--- src/rtl/core/bitmap_row_run_spans_defines.svh ---
// assertion macros for the bitmap row run span extractor
// used by the top level; expects clk and rst in scope
`ifndef BITMAP_ROW_RUN_SPANS_DEFINES_SVH
`define BITMAP_ROW_RUN_SPANS_DEFINES_SVH

// same-cycle implication, disabled during reset
`define BRRS_ASSERT_SAME(label, ante, cons, msg) \
  label: assert property (@(posedge clk) disable iff (rst) (ante) |-> (cons)) \
    else $error(msg);

// next-cycle implication, disabled during reset
`define BRRS_ASSERT_NEXT(label, ante, cons, msg) \
  label: assert property (@(posedge clk) disable iff (rst) (ante) |=> (cons)) \
    else $error(msg);

`endif

--- src/rtl/core/brrs_pkg.sv ---
// shared constants, types and helpers for the bitmap row run span extractor
// no dependencies; imported by every module of the block
package brrs_pkg;

  // row geometry and lane split (ROW_WIDTH must be a multiple of NUM_LANES)
  localparam int ROW_WIDTH = 24;
  localparam int NUM_LANES = 4;
  localparam int LANE_COLS = ROW_WIDTH / NUM_LANES;
  localparam int COL_W     = $clog2(ROW_WIDTH + 1);

  // field widths
  localparam int BITS_W    = 24;
  localparam int ROWNUM_W  = 5;
  localparam int ORIGIN_W  = 10;
  localparam int COLOUR_W  = 16;
  localparam int COORD_W   = 12;
  localparam int RWIDTH_W  = 9;
  localparam int SCALE_W   = 5;

  // scale limits and reset, width clamp
  localparam int SCALE_MAX   = 16;
  localparam int SCALE_RESET = 4;
  localparam int WIDTH_MAX   = 511;

  // per-row fields carried alongside the bitmap
  typedef struct packed {
    logic [ROWNUM_W-1:0]        row_number;
    logic signed [ORIGIN_W-1:0] origin_x;
    logic signed [ORIGIN_W-1:0] origin_y;
    logic [COLOUR_W-1:0]        fill_colour;
  } item_t;

  // one rectangle command
  typedef struct packed {
    logic signed [COORD_W-1:0] x;
    logic signed [COORD_W-1:0] y;
    logic [RWIDTH_W-1:0]       width;
    logic [SCALE_W-1:0]        height;
    logic [COLOUR_W-1:0]       colour;
    logic                      last;
  } rect_t;

  // run edges found by one lane, bit 0 is the lane's leftmost column
  typedef struct packed {
    logic [LANE_COLS-1:0] start;
    logic [LANE_COLS-1:0] stop;
  } lane_flags_t;

  // zero acts as one, anything above the maximum clamps
  function automatic logic [SCALE_W-1:0] eff_scale(input logic [SCALE_W-1:0] raw);
    logic [SCALE_W-1:0] s;
    if (raw == '0) begin
      s = SCALE_W'(1);
    end else if (raw > SCALE_W'(SCALE_MAX)) begin
      s = SCALE_W'(SCALE_MAX);
    end else begin
      s = raw;
    end
    return s;
  endfunction

endpackage

--- src/rtl/core/brrs_lane.sv ---
// one lane of run edge detection over a slice of bitmap columns
// depends on brrs_pkg
module brrs_lane (
  input  logic [brrs_pkg::LANE_COLS-1:0] seg,
  input  logic                           left_bit,
  output brrs_pkg::lane_flags_t          flags
);
  import brrs_pkg::*;

  // left neighbor of each column, first one comes from the previous lane
  logic [LANE_COLS-1:0] prev;
  assign prev = {seg[LANE_COLS-2:0], left_bit};

  // run opens on a rising edge, closes on a falling edge
  assign flags.start = seg & ~prev;
  assign flags.stop  = ~seg & prev;

endmodule

--- src/rtl/core/brrs_merge.sv ---
// merge stage: walks the lane edge flags one column a cycle unless stalled
// by a full output, building a rectangle for each closed run; depends on brrs_pkg
module brrs_merge (
  input  logic                           clk,
  input  logic                           rst,
  input  logic                           load,
  input  logic [brrs_pkg::ROW_WIDTH-1:0] start_mask,
  input  logic [brrs_pkg::ROW_WIDTH:0]   stop_mask,
  input  brrs_pkg::item_t                item,
  input  logic [brrs_pkg::SCALE_W-1:0]   scale,
  output logic                           busy,
  output logic                           out_valid,
  input  logic                           out_ready,
  output brrs_pkg::rect_t                rect
);
  import brrs_pkg::*;

  logic [ROW_WIDTH-1:0]       start_sr;
  logic [ROW_WIDTH:0]         stop_sr;
  logic [COL_W-1:0]           col;
  logic [COL_W-1:0]           run_start;
  item_t                      item_q;
  logic [SCALE_W-1:0]         scale_q;

  logic                       slot_free;
  logic                       emit;
  logic                       advance;
  logic [COL_W-1:0]           len;
  logic [COL_W+SCALE_W-1:0]   width_full;
  logic [COL_W+SCALE_W-1:0]   x_off;
  logic [ROWNUM_W+SCALE_W-1:0] y_off;
  logic [RWIDTH_W-1:0]        width_sat;
  logic signed [COORD_W-1:0]  px;
  logic signed [COORD_W-1:0]  py;

  // scan control: stall only when a run closes and the output is full
  assign busy      = |stop_sr;
  assign slot_free = !out_valid || out_ready;
  assign emit      = stop_sr[0] && slot_free;
  assign advance   = busy && (!stop_sr[0] || slot_free);

  // rectangle geometry for the run closing at the current column
  assign len        = col - run_start;
  assign width_full = {{SCALE_W{1'b0}}, len} * {{COL_W{1'b0}}, scale_q};
  assign width_sat  = (width_full > (COL_W+SCALE_W)'(WIDTH_MAX)) ?
                      RWIDTH_W'(WIDTH_MAX) : width_full[RWIDTH_W-1:0];
  assign x_off      = {{SCALE_W{1'b0}}, run_start} * {{COL_W{1'b0}}, scale_q};
  assign y_off      = {{SCALE_W{1'b0}}, item_q.row_number} *
                      {{ROWNUM_W{1'b0}}, scale_q};
  assign px         = COORD_W'(item_q.origin_x) + COORD_W'(x_off);
  assign py         = COORD_W'(item_q.origin_y) + COORD_W'(y_off);

  // column walker and output register
  always_ff @(posedge clk) begin
    if (rst) begin
      stop_sr   <= '0;
      col       <= '0;
      out_valid <= 1'b0;
    end else begin
      if (load) begin
        start_sr <= start_mask;
        stop_sr  <= stop_mask;
        col      <= '0;
        item_q   <= item;
        scale_q  <= scale;
      end else if (advance) begin
        start_sr <= start_sr >> 1;
        stop_sr  <= stop_sr >> 1;
        col      <= col + COL_W'(1);
        if (start_sr[0]) begin
          run_start <= col;
        end
      end

      if (emit) begin
        out_valid   <= 1'b1;
        rect.x      <= px;
        rect.y      <= py;
        rect.width  <= width_sat;
        rect.height <= scale_q;
        rect.colour <= item_q.fill_colour;
        // no run opens after this column
        rect.last   <= ~|start_sr;
      end else if (out_ready) begin
        out_valid <= 1'b0;
      end
    end
  end

endmodule

--- src/rtl/core/bitmap_row_run_spans.sv ---
// An item is one 24-column bitmap row; the block answers with one filled
// rectangle per run of set bits, last_run marking the final one, and nothing
// for an empty row. Four lanes find the run edges of their six columns in the
// cycle an item is accepted; the merge stage then walks one column a cycle,
// starting at column 0, up to and including the column that closes the last
// run, and pauses while a closed run waits on a full output register. A run
// touching the right edge closes at column 24. A new row is taken once the
// walk of the previous one ends, even while its last rectangle waits at the
// output. pixel_scale (reset 4) is written through cfg_wr_en/cfg_wr_data;
// the user must write it only while idle, which the block does not enforce;
// zero acts as one and values above sixteen act as sixteen.
// Depends on brrs_pkg, brrs_lane, brrs_merge and the assertion macro header.
`include "bitmap_row_run_spans_defines.svh"

module bitmap_row_run_spans (
  input  logic                                 clk,
  input  logic                                 rst,
  input  logic                                 cfg_wr_en,
  input  logic [brrs_pkg::SCALE_W-1:0]         cfg_wr_data,
  input  logic                                 in_valid,
  output logic                                 in_ready,
  input  logic [brrs_pkg::BITS_W-1:0]          row_bits,
  input  logic [brrs_pkg::ROWNUM_W-1:0]        row_number,
  input  logic signed [brrs_pkg::ORIGIN_W-1:0] origin_x,
  input  logic signed [brrs_pkg::ORIGIN_W-1:0] origin_y,
  input  logic [brrs_pkg::COLOUR_W-1:0]        fill_colour,
  output logic                                 out_valid,
  input  logic                                 out_ready,
  output logic signed [brrs_pkg::COORD_W-1:0]  rect_x,
  output logic signed [brrs_pkg::COORD_W-1:0]  rect_y,
  output logic [brrs_pkg::RWIDTH_W-1:0]        rect_width,
  output logic [brrs_pkg::SCALE_W-1:0]         rect_height,
  output logic [brrs_pkg::COLOUR_W-1:0]        rect_colour,
  output logic                                 last_run
);
  import brrs_pkg::*;

  logic [SCALE_W-1:0]   pixel_scale;
  logic [ROW_WIDTH-1:0] col_bits;
  logic [ROW_WIDTH-1:0] start_mask;
  logic [ROW_WIDTH-1:0] stop_lanes;
  logic [ROW_WIDTH:0]   stop_mask;
  lane_flags_t          flags [NUM_LANES];
  item_t                item;
  rect_t                rect;
  logic                 busy;
  logic                 load;
  logic                 height_ok;

  // scale register
  always_ff @(posedge clk) begin
    if (rst) begin
      pixel_scale <= SCALE_W'(SCALE_RESET);
    end else if (cfg_wr_en) begin
      pixel_scale <= cfg_wr_data;
    end
  end

  // columns in scan order, leftmost first; columns past the field read zero
  for (genvar c = 0; c < ROW_WIDTH; c++) begin : g_col
    if (ROW_WIDTH - 1 - c < BITS_W) begin : g_in
      assign col_bits[c] = row_bits[ROW_WIDTH-1-c];
    end else begin : g_pad
      assign col_bits[c] = 1'b0;
    end
  end

  // edge detection lanes
  for (genvar l = 0; l < NUM_LANES; l++) begin : g_lane
    if (l == 0) begin : g_first
      brrs_lane u_lane (
        .seg      (col_bits[0 +: LANE_COLS]),
        .left_bit (1'b0),
        .flags    (flags[l])
      );
    end else begin : g_rest
      brrs_lane u_lane (
        .seg      (col_bits[l*LANE_COLS +: LANE_COLS]),
        .left_bit (col_bits[l*LANE_COLS-1]),
        .flags    (flags[l])
      );
    end
    assign start_mask[l*LANE_COLS +: LANE_COLS] = flags[l].start;
    assign stop_lanes[l*LANE_COLS +: LANE_COLS] = flags[l].stop;
  end

  // a run reaching the right edge closes at the column past the row
  assign stop_mask = {col_bits[ROW_WIDTH-1], stop_lanes};

  assign item     = '{row_number:  row_number,
                      origin_x:    origin_x,
                      origin_y:    origin_y,
                      fill_colour: fill_colour};
  assign in_ready = !busy;
  assign load     = in_valid && in_ready;

  brrs_merge u_merge (
    .clk        (clk),
    .rst        (rst),
    .load       (load),
    .start_mask (start_mask),
    .stop_mask  (stop_mask),
    .item       (item),
    .scale      (eff_scale(pixel_scale)),
    .busy       (busy),
    .out_valid  (out_valid),
    .out_ready  (out_ready),
    .rect       (rect)
  );

  assign rect_x      = rect.x;
  assign rect_y      = rect.y;
  assign rect_width  = rect.width;
  assign rect_height = rect.height;
  assign rect_colour = rect.colour;
  assign last_run    = rect.last;

  // rectangle height within the clamped scale range
  assign height_ok = (rect_height != '0) && (rect_height <= SCALE_W'(SCALE_MAX));

  // a row with set bits leaves the scanner busy in the cycle after it is accepted
  `BRRS_ASSERT_NEXT(a_busy_after_row, load && (row_bits != '0), !in_ready, "row not scanned")
  // an empty row leaves the block ready at once
  `BRRS_ASSERT_NEXT(a_empty_row_ready, load && (row_bits == '0), in_ready, "empty row held")
  // every rectangle carries a clamped scale
  `BRRS_ASSERT_SAME(a_height_range, out_valid, height_ok, "rect height out of range")

endmodule

--- config.mk ---
export PLATFORM = sky130hd
export DESIGN_NAME = bitmap_row_run_spans
export DESIGN_NICKNAME = d
export VERILOG_FILES = /design/src/rtl/core/brrs_pkg.sv /design/src/rtl/core/brrs_lane.sv /design/src/rtl/core/brrs_merge.sv /design/src/rtl/core/bitmap_row_run_spans.sv
export VERILOG_INCLUDE_DIRS = /design/src /design/src/rtl/core
export SDC_FILE = /design/constraint.sdc
export NUM_CORES = 1
export LEC_CHECK = 0
export ABC_AREA = 1
export BUFFER_PORTS_ARGS = -buffer_cell sky130_fd_sc_hd__clkbuf_2
export CAP_MARGIN = 5
export CORE_MARGIN = 3
export CORE_UTILIZATION = 40
export DETAILED_ROUTE_END_ITERATION = 12
export PLACE_DENSITY_LB_ADDON = 0.2
export REMOVE_ABC_BUFFERS = 1
export SLEW_MARGIN = 5
export SYNTH_ARGS = -nofsm -noshare
export SYNTH_HDL_FRONTEND = slang
export SYNTH_HIERARCHICAL = 1
export SYNTH_SLANG_ARGS = --single-unit
--- constraint.sdc ---
create_clock -name clk -period 11.5 [get_ports clk]
set_clock_uncertainty 0.2 [all_clocks]
set_input_delay 2.3 -clock clk [delete_from_list [all_inputs] [get_ports clk]]
set_output_delay 2.3 -clock clk [all_outputs]
set_load 0.01 [all_outputs]
==> summary.md <==
| Metric | Value |
|---|---|
| Total Routing Usage GR | `between 15 and 20%` |
| Die Ht | `165 um` |
| Seq/Total Area, Yosys | `between 40% and 50%` |
| Sink Count | `~170` |
| Critical path type | `reg2reg` |
| Synth unique cells | `34` |
| Number of CTS-inserted buffers | `17` |
| DP HPWL | `between 15000 and 20000 um` |
| DR WL/cell | `around 13 um` |
| Post-CTS Hold Buffers | `0` |
| Final setup viols | `0` |
| First-pass DRT Iterations | `5` |
| Min Hold Slack | `0.217 ns` |
| Final Hold Fails | `0` |
| CP max FO | `15` |
| Pin count of the biggest net entering global routing | `63` |
| Post-Route M1 WL | `about 9900 um` |
| FF+latch count, synth | `166` |
| Number of synthesized flops with an enable pin | `130` |
| # DRC | `0` |
| Synthesized area | `between 10000 and 15000 sq um` |
| CTS max path bufs | `2` |
| Kind of cell adding the most delay to the critical path | `adder cells` |
| HP Class | `reg2reg` |
| Routed WL | `~21000 um` |
| Vias post-DR | `around 7600` |
| Post-synthesis cell count | `approximately 1100` |
| Post-route ant nets | `0` |
| Most frequent CP cell | `nand2_1` |
| Slew margin rel. | `roughly 30%` |
| IO Port Bufs | `roughly 130` |
| Fmax | `between 200 and 250 MHz` |
| Core Box Area | `roughly 25000 sq um` |
| Final worst-path cycle share | `between 40% and 50%` |
| Final #Nets | `1442` |
| Share of layout cells above drive strength 1 | `approximately 16%` |
| Met3 WL | `roughly 960 um` |
| First-pass GRT wire length | `roughly 35000 um` |
| Critical path's slowest cell | `edfxtp_1` |
| Max Transition Viols Final | `0` |
| IO Pins | `roughly 130` |
| Outcome | `finished clean` |
| Post-Syn Area per Cell | `roughly 9.0 sq um` |
| Iter 0 DRT Violations | `approximately 460` |
| Area added between synthesis and finish | `15.8%` |
| Crit path time final | `just under 5 ns` |
| Dominant synthesized flop cell | `edfxtp_1` |
| Asr flop ratio synth | `0%` |
| Critical Path Source Type | `register` |
| Worst skew pair latency | `approximately 0.43 ns` |
| Clk root buf | `clkbuf_16` |
| Register area | `between 4000 and 5000 sq um` |
| Worst Max-Slew Pin Slew | `approximately 1.0 ns` |
| RSZ-0062 raised after global routing | `no` |
| # fillers | `~2400` |
| Metal2 WL | `9740 um` |
| Clock-pin slew on the worst setup and hold paths | `about 0.070 ns` |
| Worst Path Buf+Inv | `1` |
| Area of the multi-input gates | `between 4000 and 5000 sq um` |
| Top routing layer in use | `met4` |
| Antenna Cells | `0` |
| Row count | `between 50 and 60` |
| WP data required | `~11 ns` |
| Die Wd | `approximately 170 um` |
| Total gr overflow | `0` |
| Placer Congestion | `0.830` |
| Crit path cell chain | `nand2_1 > fa_1 > fa_1 > fa_1 > inv_1 > ha_1 > nand2_1 > o21ai_0 > nand2_1 > a21oi_1 > nor2_1 > nand2_1 > nand2_1 > ha_1 > nand2_1 > nor2_1 > o21ai_0 > nand3_1 > xor2_1` |
| CTS tree | `built` |
| Critical path data arrival time | `just under 5 ns` |
| Largest stage delay on the critical path | `just under 0.7 ns` |
| Htree depth | `4` |
| Die Footprint | `27400 sq um` |
| Vias in the first global route | `about 7400` |
| Number of vias per cell | `approximately 4.7` |
| Post-CTS Setup Inserts | `0` |
| Syn. warnings | `6` |
| Resized cells post-CTS | `0` |
| Setup tns final | `0 ns` |
| Max Cap Viol | `0` |
| CP Capture Type | `register` |
| Starting density of the core | `around two fifths` |
| Initial antenna violation count | `0` |
==> layer usage <==
metal,up-vias,GRT usage [%]
li1,3904,-
met1,3476,21.8
met2,164,26.6
met3,17,3.07
met4,0,4.50
met5,-,0
==> cell usage after synthesis, drive strengths merged, types with 3 or more instances <==
cell type,number,area share [%]
nand3,64,4.3
buf,15,0.91
nor3,3,0.15
xnor2,19,1.6
fa,30,5.9
xor2,21,1.8
o21bai,6,0.44
o21ai,28,1.4
inv,186,6.9
nand4,38,2.3
dfxtp,36,7.1
a31oi,4,0.25
a21oi,38,2.0
clkbuf,14,0.52
edfxtp,130,38
a21o,5,0.37
ha,81,10
nor4,4,0.25
nand2,288,11
nor2,116,4.4
==> path summary, 6_finish.rpt <==
path | start | end | slack (ns) | cells after the start
worst max-delay path | u_merge/scale_q[4]$_DFFE_PP_ | u_merge/rect[52]$_DFFE_PP_ | 6.56 | 19
worst min-delay path | u_merge/item_q[15]$_DFFE_PP_ | u_merge/rect[16]$_DFFE_PP_ | 0.22 | 0
worst max register to register | u_merge/scale_q[4]$_DFFE_PP_ | u_merge/rect[52]$_DFFE_PP_ | 6.56 | 19
worst min register to register | u_merge/item_q[15]$_DFFE_PP_ | u_merge/rect[16]$_DFFE_PP_ | 0.22 | 0
==> worst register-to-register path, delay by kind of cell, from the launching register on <==
kind | cells | cell delay, ns
compound gates | 3 | 0.55
xor+xnor | 1 | 0.06
fa+ha+maj | 5 | 2.29
buf+inv | 1 | 0.04
flops | 1 | 0.69
simple gates | 9 | 0.84
==> cells in the final DEF, fill, tap and decap left out, types with 2 or more instances in the layout <==
| cell | n |
|---|---|
| nand2_1 | 285 |
| inv_1 | 185 |
| clkbuf_2 | 131 |
| edfxtp_1 | 130 |
| nor2_1 | 110 |
| ha_1 | 81 |
| nand3_1 | 43 |
| nand4_1 | 38 |
| a21oi_1 | 36 |
| dfxtp_1 | 36 |
| fa_1 | 30 |
| o21ai_0 | 28 |
| xor2_1 | 21 |
| nand3_2 | 20 |
| xnor2_1 | 19 |
| clkbuf_16 | 17 |
| o21bai_1 | 6 |
| a21o_1 | 5 |
| buf_4 | 5 |
| inv_6 | 4 |
| a31oi_1 | 4 |
| nor4_1 | 4 |
| nor2_4 | 3 |
| bufinv_16 | 3 |
| nor2_2 | 3 |
| clkinv_4 | 2 |
| clkbuf_8 | 2 |
| conb_1 | 2 |
| nor3_1 | 2 |
| nand2_4 | 2 |
==> state kept, by name, indices dropped and copies added (netlist names) <==
signal	flops
u_merge/scale_q	5
u_merge/stop_sr	25
u_merge/out_valid	1
u_merge/rect	55
u_merge/start_sr	24
u_merge/run_start	5
u_merge/col	5
u_merge/item_q	41
pixel_scale	5
==> stage by stage <==
step	setup WS [ns]	area, sq um	utilization (%)	std cells
final	6.56	11800	47.7	1593
after global routing	6.13	11800	47.7	1593
after CTS	6.56	11800	47.7	1593
after detailed placement	6.41	11100	45.2	1561
after global placement	6.45	11100	45.2	1561
after floorplan	3.53	10000	-	1101
==> cell type report <==
type	instances	share of cell area, %
inverter	186	5.93
multi-input combinational	749	40.1
tap	324	3.45
clock inverter	12	1.40
sequential	166	39.3
timing repair buffer	136	5.89
clock buffer	20	3.88
==> logic make-up (layout without fill, tap and decap cells) <==
kind of cell | Yosys count | after routing | synth area share (%)
muxes | 1 | 1 | 0.0985
buffers and inverters | 215 | 354 | 8.30
AOI/OAI and AO/OA | 82 | 82 | 4.49
DFF | 166 | 166 | 45.5
and+or+nand+nor | 513 | 513 | 22.2
other | 1 | 2 | 0.0369
adders and majority gates | 111 | 111 | 15.9
xor gates and xnor gates | 40 | 40 | 3.45
Power is not shown: default switching activity piles up to over one toggle a cycle in this logic, so the estimate is an artifact.
